==> src/rtl/pid_controller_step_macros.svh <==
// Assertion macros for the PID step RTL.
// Every macro samples on clk and is disabled while arst_n is low.
`ifndef PID_CONTROLLER_STEP_MACROS_SVH
`define PID_CONTROLLER_STEP_MACROS_SVH

// The consequent must hold in the same cycle as the antecedent.
`define PIDC_ASSERT_NOW(label, ante, cons, msg) \
	label: assert property (@(posedge clk) disable iff (!arst_n) (ante) |-> (cons)) \
		else $error(msg);

// The consequent must hold in the cycle after the antecedent.
`define PIDC_ASSERT_NEXT(label, ante, cons, msg) \
	label: assert property (@(posedge clk) disable iff (!arst_n) (ante) |=> (cons)) \
		else $error(msg);

`endif

==> src/rtl/pidc_pkg.sv <==
// Shared types and constants of the PID step block.
// Used by every module of the block; depends on nothing.
`default_nettype none

package pidc_pkg;

	// Field and internal word widths (Q16.16 based).
	localparam int unsigned DATA_W    = 32;
	localparam int unsigned REG_W     = 31;
	localparam int unsigned ERR_W     = 33;
	localparam int unsigned DIFF_W    = 34;
	localparam int unsigned SUM_W     = 48;
	localparam int unsigned FRAC_W    = 16;
	localparam int unsigned CHUNK_W   = 16;
	localparam int unsigned PROD_W    = DATA_W + SUM_W;
	localparam int unsigned TERM_W    = 62;
	localparam int unsigned TOTAL_W   = 64;
	localparam int unsigned QUO_W     = DIFF_W + FRAC_W;
	localparam int unsigned CFG_IDX_W = 3;

	// Sequencing of the shared units.
	localparam int unsigned MUL_STEPS     = SUM_W / CHUNK_W;
	localparam int unsigned MUL_CNT_W     = 2;
	localparam int unsigned DIV_STEPS     = QUO_W / 2;
	localparam int unsigned DIV_CNT_W     = 5;

	// Configuration register indexes.
	localparam logic [CFG_IDX_W-1:0] REG_KP     = 3'd0;
	localparam logic [CFG_IDX_W-1:0] REG_KI     = 3'd1;
	localparam logic [CFG_IDX_W-1:0] REG_KD     = 3'd2;
	localparam logic [CFG_IDX_W-1:0] REG_LIMIT  = 3'd3;
	localparam logic [CFG_IDX_W-1:0] REG_PERIOD = 3'd4;

	// Reset value of the sample period: 1.0 in Q16.16.
	localparam logic [REG_W-1:0] PERIOD_RESET = 31'd65536;

	// Saturation bounds.
	localparam logic signed [SUM_W-1:0]   SUM_MAX   = 48'sh7FFF_FFFF_FFFF;
	localparam logic signed [SUM_W-1:0]   SUM_MIN   = 48'sh8000_0000_0000;
	localparam logic signed [TOTAL_W-1:0] SUM_MAX64 = 64'sh0000_7FFF_FFFF_FFFF;
	localparam logic signed [TOTAL_W-1:0] SUM_MIN64 = 64'shFFFF_8000_0000_0000;
	localparam logic [TERM_W-2:0]         TERM_MAX  = '1;

	// Operand pair fed to the shared multiplier.
	typedef enum logic [1:0] {
		SEL_ERR_DT = 2'd0,
		SEL_KP     = 2'd1,
		SEL_KI     = 2'd2,
		SEL_KD     = 2'd3
	} mul_sel_t;

	// Commands from the sequencer to the datapath.
	typedef struct packed {
		logic     capture;
		logic     load_diff;
		logic     mul_start;
		mul_sel_t mul_sel;
		logic     div_start;
		logic     sum_update;
		logic     acc_clear;
		logic     acc_add;
		logic     finish;
	} pidc_cmd_t;

	// Status from the datapath to the sequencer.
	typedef struct packed {
		logic mul_done;
		logic div_busy;
	} pidc_stat_t;

endpackage

`default_nettype wire

==> src/rtl/pidc_mul.sv <==
// Sequential signed fixed-point multiplier: (a*b) >> 16 by magnitude, saturated.
// Depends on pidc_pkg and pid_controller_step_macros.svh.
`default_nettype none
`include "pid_controller_step_macros.svh"

module pidc_mul import pidc_pkg::*; (
	input  wire logic                     clk,
	input  wire logic                     arst_n,
	input  wire logic                     start,
	input  wire logic signed [DATA_W-1:0] a,
	input  wire logic signed [SUM_W-1:0]  b,
	output logic                          done,
	output logic signed [TERM_W-1:0]      result
);

	logic [DATA_W-1:0]           ma_q;
	logic [SUM_W-1:0]            mb_q;
	logic                        neg_q;
	logic [PROD_W-1:0]           acc_q;
	logic [MUL_CNT_W-1:0]        cnt_q;
	logic                        busy_q;
	logic                        done_q;
	logic signed [TERM_W-1:0]    res_q;

	logic [DATA_W-1:0]           ma_d;
	logic [SUM_W-1:0]            mb_d;
	logic [DATA_W+CHUNK_W-1:0]   pp;
	logic [PROD_W-1:0]           acc_d;
	logic [PROD_W-FRAC_W-1:0]    shifted;
	logic [TERM_W-2:0]           mag;
	logic signed [TERM_W-1:0]    res_d;
	logic                        last_step;

	// Operand magnitudes at start.
	assign ma_d = a[DATA_W-1] ? $unsigned(-a) : $unsigned(a);
	assign mb_d = b[SUM_W-1] ? $unsigned(-b) : $unsigned(b);

	// One 16-bit chunk of b per pass, most significant chunk first.
	assign pp    = ma_q * mb_q[SUM_W-1 -: CHUNK_W];
	assign acc_d = {acc_q[PROD_W-CHUNK_W-1:0], {CHUNK_W{1'b0}}} + PROD_W'(pp);

	// Drop the fraction, saturate the magnitude, then apply the sign.
	assign shifted = acc_q[PROD_W-1:FRAC_W];
	assign mag     = (|shifted[PROD_W-FRAC_W-1:TERM_W-1]) ? TERM_MAX : shifted[TERM_W-2:0];
	assign res_d   = neg_q ? -$signed({1'b0, mag}) : $signed({1'b0, mag});

	assign last_step = (cnt_q == MUL_CNT_W'(MUL_STEPS));

	// Control: pass counter, busy and done flags.
	always_ff @(posedge clk or negedge arst_n) begin
		if (!arst_n) begin
			busy_q <= 1'b0;
			done_q <= 1'b0;
			cnt_q  <= '0;
		end else begin
			done_q <= 1'b0;
			if (start) begin
				busy_q <= 1'b1;
				cnt_q  <= '0;
			end else if (busy_q) begin
				if (last_step) begin
					busy_q <= 1'b0;
					done_q <= 1'b1;
				end else begin
					cnt_q <= cnt_q + 1'b1;
				end
			end
		end
	end

	// Operands, accumulator and result.
	always_ff @(posedge clk) begin
		if (start) begin
			ma_q  <= ma_d;
			mb_q  <= mb_d;
			neg_q <= a[DATA_W-1] ^ b[SUM_W-1];
			acc_q <= '0;
		end else if (busy_q) begin
			if (last_step) begin
				res_q <= res_d;
			end else begin
				acc_q <= acc_d;
				mb_q  <= mb_q << CHUNK_W;
			end
		end
	end

	assign done   = done_q;
	assign result = res_q;

	`PIDC_ASSERT_NOW(a_mul_no_overlap, start, !busy_q, "multiply started while one is running")

endmodule

`default_nettype wire

==> src/rtl/pidc_div.sv <==
// Restoring divider for the derivative: (|diff| << 16) / dt, two quotient bits a cycle.
// Depends on pidc_pkg and pid_controller_step_macros.svh.
`default_nettype none
`include "pid_controller_step_macros.svh"

module pidc_div import pidc_pkg::*; (
	input  wire logic                     clk,
	input  wire logic                     arst_n,
	input  wire logic                     start,
	input  wire logic signed [DIFF_W-1:0] diff,
	input  wire logic [REG_W-1:0]         divisor,
	output logic                          busy,
	output logic signed [SUM_W-1:0]       deriv
);

	logic [REG_W-1:0]         d_q;
	logic [REG_W-1:0]         rem_q;
	logic [QUO_W-1:0]         quo_q;
	logic                     neg_q;
	logic [DIV_CNT_W-1:0]     cnt_q;
	logic                     busy_q;
	logic signed [SUM_W-1:0]  deriv_q;

	logic [DIFF_W-1:0]        mag;
	logic [REG_W:0]           t1, s1, t2, s2;
	logic                     ge1, ge2;
	logic [REG_W-1:0]         r1, r2;
	logic                     neg_big, pos_big;
	logic signed [SUM_W-1:0]  deriv_d;
	logic                     last_step;

	assign mag = diff[DIFF_W-1] ? $unsigned(-diff) : $unsigned(diff);

	// Two dependent restoring steps per cycle.
	always_comb begin
		t1  = {rem_q, quo_q[QUO_W-1]};
		s1  = t1 - {1'b0, d_q};
		ge1 = (t1 >= {1'b0, d_q});
		r1  = ge1 ? s1[REG_W-1:0] : t1[REG_W-1:0];
		t2  = {r1, quo_q[QUO_W-2]};
		s2  = t2 - {1'b0, d_q};
		ge2 = (t2 >= {1'b0, d_q});
		r2  = ge2 ? s2[REG_W-1:0] : t2[REG_W-1:0];
	end

	// Saturate the signed quotient to the 48-bit range.
	assign neg_big = (|quo_q[QUO_W-1:SUM_W]) || (quo_q[SUM_W-1] && (|quo_q[SUM_W-2:0]));
	assign pos_big = |quo_q[QUO_W-1:SUM_W-1];
	assign deriv_d = neg_q ? (neg_big ? SUM_MIN : -$signed(quo_q[SUM_W-1:0]))
	                       : (pos_big ? SUM_MAX : $signed(quo_q[SUM_W-1:0]));

	assign last_step = (cnt_q == DIV_CNT_W'(DIV_STEPS));

	// Control: iteration counter and busy flag.
	always_ff @(posedge clk or negedge arst_n) begin
		if (!arst_n) begin
			busy_q <= 1'b0;
			cnt_q  <= '0;
		end else if (start) begin
			busy_q <= 1'b1;
			cnt_q  <= '0;
		end else if (busy_q) begin
			if (last_step) begin
				busy_q <= 1'b0;
			end else begin
				cnt_q <= cnt_q + 1'b1;
			end
		end
	end

	// Partial remainder, quotient shift register and final result.
	always_ff @(posedge clk) begin
		if (start) begin
			d_q   <= divisor;
			rem_q <= '0;
			quo_q <= {mag, {FRAC_W{1'b0}}};
			neg_q <= diff[DIFF_W-1];
		end else if (busy_q) begin
			if (last_step) begin
				deriv_q <= deriv_d;
			end else begin
				rem_q <= r2;
				quo_q <= {quo_q[QUO_W-3:0], ge1, ge2};
			end
		end
	end

	assign busy  = busy_q;
	assign deriv = deriv_q;

	`PIDC_ASSERT_NOW(a_div_no_overlap, start, !busy_q, "divide started while one is running")

endmodule

`default_nettype wire

==> src/rtl/pidc_dp.sv <==
// Datapath of the PID step: configuration, error, integral, gain sum and clamp.
// Depends on pidc_pkg, pidc_mul and pidc_div.
`default_nettype none

module pidc_dp import pidc_pkg::*; (
	input  wire logic                        clk,
	input  wire logic                        arst_n,
	input  wire logic                        cfg_we,
	input  wire logic [CFG_IDX_W-1:0]        cfg_index,
	input  wire logic [DATA_W-1:0]           cfg_data,
	input  wire logic signed [DATA_W-1:0]    target_value,
	input  wire logic signed [DATA_W-1:0]    measurement,
	input  wire pidc_cmd_t                   cmd,
	output pidc_stat_t                       stat,
	output logic [REG_W-1:0]                 drive
);

	logic signed [DATA_W-1:0]  kp_q, ki_q, kd_q;
	logic [REG_W-1:0]          limit_q, period_q;
	logic signed [SUM_W-1:0]   error_sum_q;
	logic signed [ERR_W-1:0]   last_error_q;
	logic signed [ERR_W-1:0]   err_q;
	logic signed [DIFF_W-1:0]  diff_q;
	logic signed [TOTAL_W-1:0] total_q;
	logic [REG_W-1:0]          drive_q;

	logic [REG_W-1:0]          dt_eff;
	logic signed [SUM_W-1:0]   err_ext;
	logic signed [DATA_W-1:0]  mul_a;
	logic signed [SUM_W-1:0]   mul_b;
	logic                      mul_done;
	logic signed [TERM_W-1:0]  mul_res;
	logic                      div_busy;
	logic signed [SUM_W-1:0]   deriv;
	logic signed [TOTAL_W-1:0] sum_wide;
	logic signed [SUM_W-1:0]   sum_sat;
	logic [REG_W-1:0]          drive_d;

	// Configuration registers; unknown indexes are ignored.
	always_ff @(posedge clk or negedge arst_n) begin
		if (!arst_n) begin
			kp_q     <= '0;
			ki_q     <= '0;
			kd_q     <= '0;
			limit_q  <= '0;
			period_q <= PERIOD_RESET;
		end else if (cfg_we) begin
			case (cfg_index)
				REG_KP:     kp_q     <= $signed(cfg_data);
				REG_KI:     ki_q     <= $signed(cfg_data);
				REG_KD:     kd_q     <= $signed(cfg_data);
				REG_LIMIT:  limit_q  <= cfg_data[REG_W-1:0];
				REG_PERIOD: period_q <= cfg_data[REG_W-1:0];
				default: begin
				end
			endcase
		end
	end

	// A zero period counts as one LSB.
	assign dt_eff  = (period_q == '0) ? REG_W'(1) : period_q;
	assign err_ext = SUM_W'(err_q);

	// Operand selection for the shared multiplier.
	always_comb begin
		case (cmd.mul_sel)
			SEL_ERR_DT: begin
				mul_a = $signed({1'b0, dt_eff});
				mul_b = err_ext;
			end
			SEL_KP: begin
				mul_a = kp_q;
				mul_b = err_ext;
			end
			SEL_KI: begin
				mul_a = ki_q;
				mul_b = error_sum_q;
			end
			SEL_KD: begin
				mul_a = kd_q;
				mul_b = deriv;
			end
			default: begin
				mul_a = $signed({1'b0, dt_eff});
				mul_b = err_ext;
			end
		endcase
	end

	pidc_mul u_mul (
		.clk    (clk),
		.arst_n (arst_n),
		.start  (cmd.mul_start),
		.a      (mul_a),
		.b      (mul_b),
		.done   (mul_done),
		.result (mul_res)
	);

	pidc_div u_div (
		.clk     (clk),
		.arst_n  (arst_n),
		.start   (cmd.div_start),
		.diff    (diff_q),
		.divisor (dt_eff),
		.busy    (div_busy),
		.deriv   (deriv)
	);

	// Integral update with 48-bit saturation.
	assign sum_wide = TOTAL_W'(error_sum_q) + TOTAL_W'(mul_res);
	always_comb begin
		if (sum_wide > SUM_MAX64) begin
			sum_sat = SUM_MAX;
		end else if (sum_wide < SUM_MIN64) begin
			sum_sat = SUM_MIN;
		end else begin
			sum_sat = sum_wide[SUM_W-1:0];
		end
	end

	// Clamp of the gain sum to zero and the drive limit.
	always_comb begin
		if (total_q[TOTAL_W-1]) begin
			drive_d = '0;
		end else if (total_q[TOTAL_W-2:0] > (TOTAL_W-1)'(limit_q)) begin
			drive_d = limit_q;
		end else begin
			drive_d = total_q[REG_W-1:0];
		end
	end

	// Controller state kept across items.
	always_ff @(posedge clk or negedge arst_n) begin
		if (!arst_n) begin
			error_sum_q  <= '0;
			last_error_q <= '0;
		end else begin
			if (cmd.sum_update) begin
				error_sum_q <= sum_sat;
			end
			if (cmd.finish) begin
				last_error_q <= err_q;
			end
		end
	end

	// Per-item working registers and the output register.
	always_ff @(posedge clk) begin
		if (cmd.capture) begin
			err_q <= ERR_W'(target_value) - ERR_W'(measurement);
		end
		if (cmd.load_diff) begin
			diff_q <= DIFF_W'(err_q) - DIFF_W'(last_error_q);
		end
		if (cmd.acc_clear) begin
			total_q <= '0;
		end else if (cmd.acc_add) begin
			total_q <= total_q + TOTAL_W'(mul_res);
		end
		if (cmd.finish) begin
			drive_q <= drive_d;
		end
	end

	assign stat.mul_done = mul_done;
	assign stat.div_busy = div_busy;
	assign drive         = drive_q;

endmodule

`default_nettype wire

==> src/rtl/pidc_ctrl.sv <==
// Sequencer of the PID step: issues datapath commands and owns both handshakes.
// Depends on pidc_pkg and pid_controller_step_macros.svh.
`default_nettype none
`include "pid_controller_step_macros.svh"

module pidc_ctrl import pidc_pkg::*; (
	input  wire logic       clk,
	input  wire logic       arst_n,
	input  wire logic       in_valid,
	output logic            in_ready,
	output logic            out_valid,
	input  wire logic       out_ready,
	input  wire pidc_stat_t stat,
	output pidc_cmd_t       cmd
);

	typedef enum logic [8:0] {
		S_IDLE     = 9'b000000001,
		S_DIFF     = 9'b000000010,
		S_DIV_GO   = 9'b000000100,
		S_INTEG    = 9'b000001000,
		S_PROP_W   = 9'b000010000,
		S_IGAIN_W  = 9'b000100000,
		S_DGAIN_GO = 9'b001000000,
		S_DGAIN_W  = 9'b010000000,
		S_FINISH   = 9'b100000000
	} state_t;

	state_t state_q, state_d;
	logic   out_valid_q;

	// Next state and command decode.
	always_comb begin
		state_d = state_q;
		cmd     = '0;
		case (state_q)
			S_IDLE: begin
				if (in_valid) begin
					cmd.capture = 1'b1;
					state_d     = S_DIFF;
				end
			end
			S_DIFF: begin
				cmd.load_diff = 1'b1;
				cmd.acc_clear = 1'b1;
				cmd.mul_start = 1'b1;
				cmd.mul_sel   = SEL_ERR_DT;
				state_d       = S_DIV_GO;
			end
			S_DIV_GO: begin
				cmd.div_start = 1'b1;
				state_d       = S_INTEG;
			end
			S_INTEG: begin
				if (stat.mul_done) begin
					cmd.sum_update = 1'b1;
					cmd.mul_start  = 1'b1;
					cmd.mul_sel    = SEL_KP;
					state_d        = S_PROP_W;
				end
			end
			S_PROP_W: begin
				if (stat.mul_done) begin
					cmd.acc_add   = 1'b1;
					cmd.mul_start = 1'b1;
					cmd.mul_sel   = SEL_KI;
					state_d       = S_IGAIN_W;
				end
			end
			S_IGAIN_W: begin
				if (stat.mul_done) begin
					cmd.acc_add = 1'b1;
					state_d     = S_DGAIN_GO;
				end
			end
			S_DGAIN_GO: begin
				if (!stat.div_busy) begin
					cmd.mul_start = 1'b1;
					cmd.mul_sel   = SEL_KD;
					state_d       = S_DGAIN_W;
				end
			end
			S_DGAIN_W: begin
				if (stat.mul_done) begin
					cmd.acc_add = 1'b1;
					state_d     = S_FINISH;
				end
			end
			S_FINISH: begin
				if (!out_valid_q || out_ready) begin
					cmd.finish = 1'b1;
					state_d    = S_IDLE;
				end
			end
			default: begin
				state_d = S_IDLE;
			end
		endcase
	end

	// State register and output valid flag.
	always_ff @(posedge clk or negedge arst_n) begin
		if (!arst_n) begin
			state_q     <= S_IDLE;
			out_valid_q <= 1'b0;
		end else begin
			state_q <= state_d;
			if (cmd.finish) begin
				out_valid_q <= 1'b1;
			end else if (out_ready) begin
				out_valid_q <= 1'b0;
			end
		end
	end

	assign in_ready  = (state_q == S_IDLE);
	assign out_valid = out_valid_q;

	`PIDC_ASSERT_NEXT(a_one_item_at_a_time, in_valid && in_ready, !in_ready, "second transfer taken mid item")
	`PIDC_ASSERT_NOW(a_idle_div_quiet, state_q == S_IDLE, !stat.div_busy, "divider busy while idle")
	`PIDC_ASSERT_NOW(a_idle_mul_quiet, state_q == S_IDLE, !stat.mul_done, "multiply result lost")

endmodule

`default_nettype wire

==> src/rtl/pid_controller_step.sv <==
// PID controller step with output clamp, signed Q16.16. Each input transfer brings a setpoint
// and a measurement; the block updates a saturating 48-bit integral and the derivative, and
// returns one drive value clamped to zero..drive_limit. The time from an item's transfer until
// the next input can be taken, with the result then in the output register, is set by the
// derivative divider (50 quotient bits at two per cycle) followed by the final derivative-gain
// multiply, each multiply being three 32x16 passes plus a final saturate-and-sign step on one
// shared multiplier. The output register frees the input side while a result waits.
// Configuration writes are taken at any time (cfg_ready is always high) and must only be issued
// while no item is in flight. Depends on pidc_pkg, pidc_ctrl and pidc_dp.
`default_nettype none

module pid_controller_step import pidc_pkg::*; (
	input  wire logic                     clk,
	input  wire logic                     arst_n,
	input  wire logic                     in_valid,
	output logic                          in_ready,
	input  wire logic signed [DATA_W-1:0] target_value,
	input  wire logic signed [DATA_W-1:0] measurement,
	output logic                          out_valid,
	input  wire logic                     out_ready,
	output logic [REG_W-1:0]              drive,
	input  wire logic                     cfg_valid,
	output logic                          cfg_ready,
	input  wire logic [CFG_IDX_W-1:0]     cfg_index,
	input  wire logic [DATA_W-1:0]        cfg_data
);

	pidc_cmd_t  cmd;
	pidc_stat_t stat;
	logic       cfg_we;

	// Register writes complete in the cycle they are offered.
	assign cfg_ready = 1'b1;
	assign cfg_we    = cfg_valid && cfg_ready;

	pidc_ctrl u_ctrl (
		.clk       (clk),
		.arst_n    (arst_n),
		.in_valid  (in_valid),
		.in_ready  (in_ready),
		.out_valid (out_valid),
		.out_ready (out_ready),
		.stat      (stat),
		.cmd       (cmd)
	);

	pidc_dp u_dp (
		.clk          (clk),
		.arst_n       (arst_n),
		.cfg_we       (cfg_we),
		.cfg_index    (cfg_index),
		.cfg_data     (cfg_data),
		.target_value (target_value),
		.measurement  (measurement),
		.cmd          (cmd),
		.stat         (stat),
		.drive        (drive)
	);

endmodule

`default_nettype wire
==> config.mk <==
export PLATFORM = sky130hd
export DESIGN_NAME = pid_controller_step
export DESIGN_NICKNAME = d
export VERILOG_FILES = /design/src/rtl/pidc_pkg.sv /design/src/rtl/pidc_mul.sv /design/src/rtl/pidc_div.sv /design/src/rtl/pidc_dp.sv /design/src/rtl/pidc_ctrl.sv /design/src/rtl/pid_controller_step.sv
export VERILOG_INCLUDE_DIRS = /design/src /design/src/rtl
export SDC_FILE = /design/constraint.sdc
export NUM_CORES = 2
export LEC_CHECK = 0
export BUFFER_PORTS_ARGS = -buffer_cell sky130_fd_sc_hd__buf_2
export CAP_MARGIN = 20
export CELL_PAD_IN_SITES_DETAIL_PLACEMENT = 1
export CELL_PAD_IN_SITES_GLOBAL_PLACEMENT = 1
export CORE_MARGIN = 3
export CORE_UTILIZATION = 50
export CTS_BUF_LIST = sky130_fd_sc_hd__clkbuf_2 sky130_fd_sc_hd__clkbuf_4 sky130_fd_sc_hd__clkbuf_8
export CTS_CLUSTER_SIZE = 30
export DETAILED_ROUTE_END_ITERATION = 6
export PLACE_DENSITY = 0.84
export SYNTH_ARGS = -nofsm -noshare
export SYNTH_HDL_FRONTEND = slang
export SYNTH_SLANG_ARGS = --single-unit
==> constraint.sdc <==
create_clock -name clk -period 8.3 [get_ports clk]
set_input_delay 1.66 -clock clk [delete_from_list [all_inputs] [get_ports clk]]
set_output_delay 1.66 -clock clk [all_outputs]
set_load 0.05 [all_outputs]
==> results.md <==
- Status: finished clean
- Post-place setup slack: 0.470 ns
- Final core area utilization: 54.9%
- Crit path launch type: flop
- Setup TNS Final: 0 ns
- Layout filler cell count: 15500
- Syn Area/Cell: 8.91 um2
- Req. time, crit path: 9.05 ns
- Post-cts sizing count: 0
- H-tree depth: 4
- I/O pin total: 138
- CP max FO: 16
- Met2 routed WL: 109000 um
- Core area: 134000 um2
- Hold depth: 2
- Metal3 WL: 18200 um
- Slew margin rel.: 19.7%
- Clock Skew: 0.0403 ns
- Post-CTS Setup Inserts: 0
- Post-synthesis cell count: 7589
- Initial Utilization: 50.5%
- Placed cell count: 9218
- Die extent in x: 374 um
- Async SR Flop Fraction: 32.2%
- Global-route wire length before repair: 361000 um
- Pre-Repair DR Iteration Count: 6
- Total number of vias: 58600
- Setup slack, reg-to-reg: 0.39 ns
- Hold Buf Count CTS: 0
- Least-Margin Pin Slew: 1.19 ns
- Routed len/inst: 24.7 um
- Vias in the first global route: 61600
- RSZ-0062 raised after global routing: no
- GPL Wtd Cong: 0.948
- Yosys cell types: 90
- Hold Fails Final Rpt: 0
- Synth warnings: 0
- Worst-path clk slew: 0.06 ns
- Endpoints failing setup: 0
- TritonCTS clock tree: built
- Largest net degree at the start of global routing: 170
- Non-filler cells in the finished layout: 9511
- Slew Limit Fails: 0
- Top sig layer: met5
- Crit path time final: 7.91 ns
- Initial DRC count: 4769
- Die Span Y: 374 um
- Post-DP HPWL: 181000 um
- Most common cell after layout, fill and taps aside: nand2_1
- Row count: 134
- Synth top area cells: edfxtp_1 (16%), fa_1 (13%), dfrtp_1 (9.5%)
- Hold EP: u_dp.u_mul.acc_q[0]
- Share of layout cells above drive strength 1: 9.70%
- F_max: 126 MHz
- HP Class: flop to flop
- Final global-route overflow total: 0
- Overall routing resource usage: 33.1%
- Inserted Clock Buffers: 151
- Clock sink count: 805
- Ys flop type: edfxtp_1
- R2R Path Start: u_dp.u_mul.ma_q[10]
- Synth top area share: 15.8%
- Clk Latency, worst-skew pair: 0.92 ns
- DR vias/cell: 6.16
- Setup CP Type: flop to flop
- R2r endpoint: u_dp.u_mul.acc_q[55]
- WL met1: 96100 um
- WP data arrival: 8.66 ns
- Port Buf Inserts: 136
- Synthesized net count: 8576
- Total Nets Final: 8592
- Die area: 140000 um2
- Yosys reg bits: 805
- Critical hold path startpoint: u_dp.u_mul.acc_q[0]
- Final Cycle Share: 95.3%
- Final worst slack: 0.388 ns
- Antenna Nets Post-Route: 0
- Root buffer cell: clkbuf_8
- CTS max path bufs: 3
- # Max-Cap Violations: 0
- Final WL: 235000 um
- Sequential fraction of the synthesis area: 31.0%
- P&R area growth vs syn: 8.74%
- Reg2reg path depth: 27
- CP endpoint kind: flop
- Most frequent cells in the layout: nand2_1 (885), inv_1 (837), a21oi_1 (529), nor2_1 (523), fa_1 (456)
- Post-synth top area cell: edfxtp_1
- Number of enable flip-flop cells after synthesis: 355
- Mapped Area: 67700 um2
- Antenna violations before repair: 17
- DRC Markers: 0
==> per-layer routing <==
layer	up-vias	GRT usage (%)
met5	-	0
met4	12	15.1
met3	601	5.89
met2	2333	53.5
met1	29700	43.3
li1	26000	-
==> worst max-delay path by stage <==
stage	start	cells after the start	end
2_1_floorplan	u_dp.u_mul.ma_q[6]	27	u_dp.u_mul.acc_q[65]
3_3_place_gp	u_dp.u_mul.ma_q[6]	28	u_dp.u_mul.acc_q[55]
3_5_place_dp	u_dp.u_mul.ma_q[6]	28	u_dp.u_mul.acc_q[55]
4_1_cts	u_dp.u_mul.ma_q[6]	28	u_dp.u_mul.acc_q[77]
5_1_grt	u_dp.u_mul.mb_q[36]	27	u_dp.u_mul.acc_q[79]
6_report	u_dp.u_mul.ma_q[10]	27	u_dp.u_mul.acc_q[55]
==> metrics by stage <==
stage / instance area [um2] / hold slack [ns]
2_1_floorplan: 67700 / 0.424
6_report: 73600 / 0.464
3_5_place_dp: 70200 / 0.453
3_3_place_gp: 70100 / 0.443
4_1_cts: 73500 / 0.460
5_1_grt: 73600 / 0.480
==> sequential cells by signal, summed over array words and instances (netlist names), 2 cells and up <==
name               flops
u_dp.drive            31
u_dp.kd_q             32
u_dp.u_mul.ma_q       32
u_dp.u_div.rem_q      31
u_dp.u_mul.acc_q      80
u_dp.kp_q             32
u_dp.u_mul.result     62
u_dp.u_div.d_q        31
u_dp.limit_q          31
u_dp.u_div.deriv      48
u_ctrl.state_q         9
u_dp.period_q         31
u_dp.last_error_q     33
u_dp.error_sum_q      48
u_dp.err_q            33
u_dp.u_div.quo_q      50
u_dp.u_div.cnt_q       5
u_dp.ki_q             32
u_dp.u_mul.mb_q       48
u_dp.total_q          64
u_dp.u_mul.cnt_q       2
u_dp.diff_q           34
==> kinds of logic (layout without fill, tap and decap cells) <==
kind of cell | after synthesis | in the layout | share of synthesized area (%)
other | 1 | 10 | 0.00554
buffers and inverters | 1220 | 1365 | 6.79
multiplexers | 210 | 210 | 3.43
XOR/XNOR | 422 | 422 | 5.46
flip-flops | 805 | 805 | 31.0
AO/OA/AOI/OAI | 1748 | 1748 | 16.0
adder cells (fa/ha/maj) | 883 | 883 | 21.4
AND/OR/NAND/NOR | 2300 | 2300 | 15.9
==> worst max-delay path: stages, from the launching register on <==
cell and delay (ns):
edfxtp_1 0.88, nand2_1 0.18, fa_1 0.55, fa_1 0.44, fa_1 0.51, fa_1 0.52, inv_1 0.06, fa_1 0.53
inv_1 0.06, fa_1 0.53, inv_1 0.05, ha_1 0.37, a21o_1 0.22, a21oi_1 0.24, nand2_1 0.10, a21oi_1 0.19
o211a_1 0.22, o211ai_1 0.30, o21ai_0 0.28, a21oi_1 0.12, o41ai_1 0.37, buf_4 0.21, o21a_1 0.17, buf_4 0.14
nor2_1 0.09, and3_1 0.21, xnor2_1 0.15, a21oi_1 0.09
==> cell type report <==
cell class	instances	area, um2	area share (%)
Clock buffer	207	2610	3.54
Multi-Input combinational cell	5564	42200	57.4
Inverter	842	3160	4.30
Clock inverter	75	721	0.980
Timing Repair Buffer	241	1640	2.23
Tap cell	1768	2210	3.01
Antenna cell	9	22.5	0.0306
Sequential cell	805	21000	28.5
==> Yosys cell counts, types with 15 or more instances <==
master	instances
buf_1	30
o22ai_1	98
o211ai_1	16
a31oi_1	37
nand4_1	62
o22a_1	18
nor4_1	48
xnor2_1	230
mux2_2	172
or2_2	19
or4_1	19
xor2_1	192
nor2_1	525
fa_1	456
a21o_1	160
a21boi_0	15
o21ai_0	449
a22oi_1	29
nor3_1	109
ha_1	427
o311ai_0	61
and3_1	46
edfxtp_1	355
nand2b_1	62
and2_1	239
o21a_1	39
inv_1	840
a21oi_1	529
nand2_1	885
o41ai_1	16
clkbuf_1	336
mux2i_1	38
dfxtp_1	191
nand3_1	122
or3_1	52
o31ai_1	42
nor2b_1	46
a211oi_1	62
dfrtp_1	257
o21bai_1	60
Power is not shown: default switching activity piles up to over one toggle a cycle in this logic, so the estimate is an artifact.
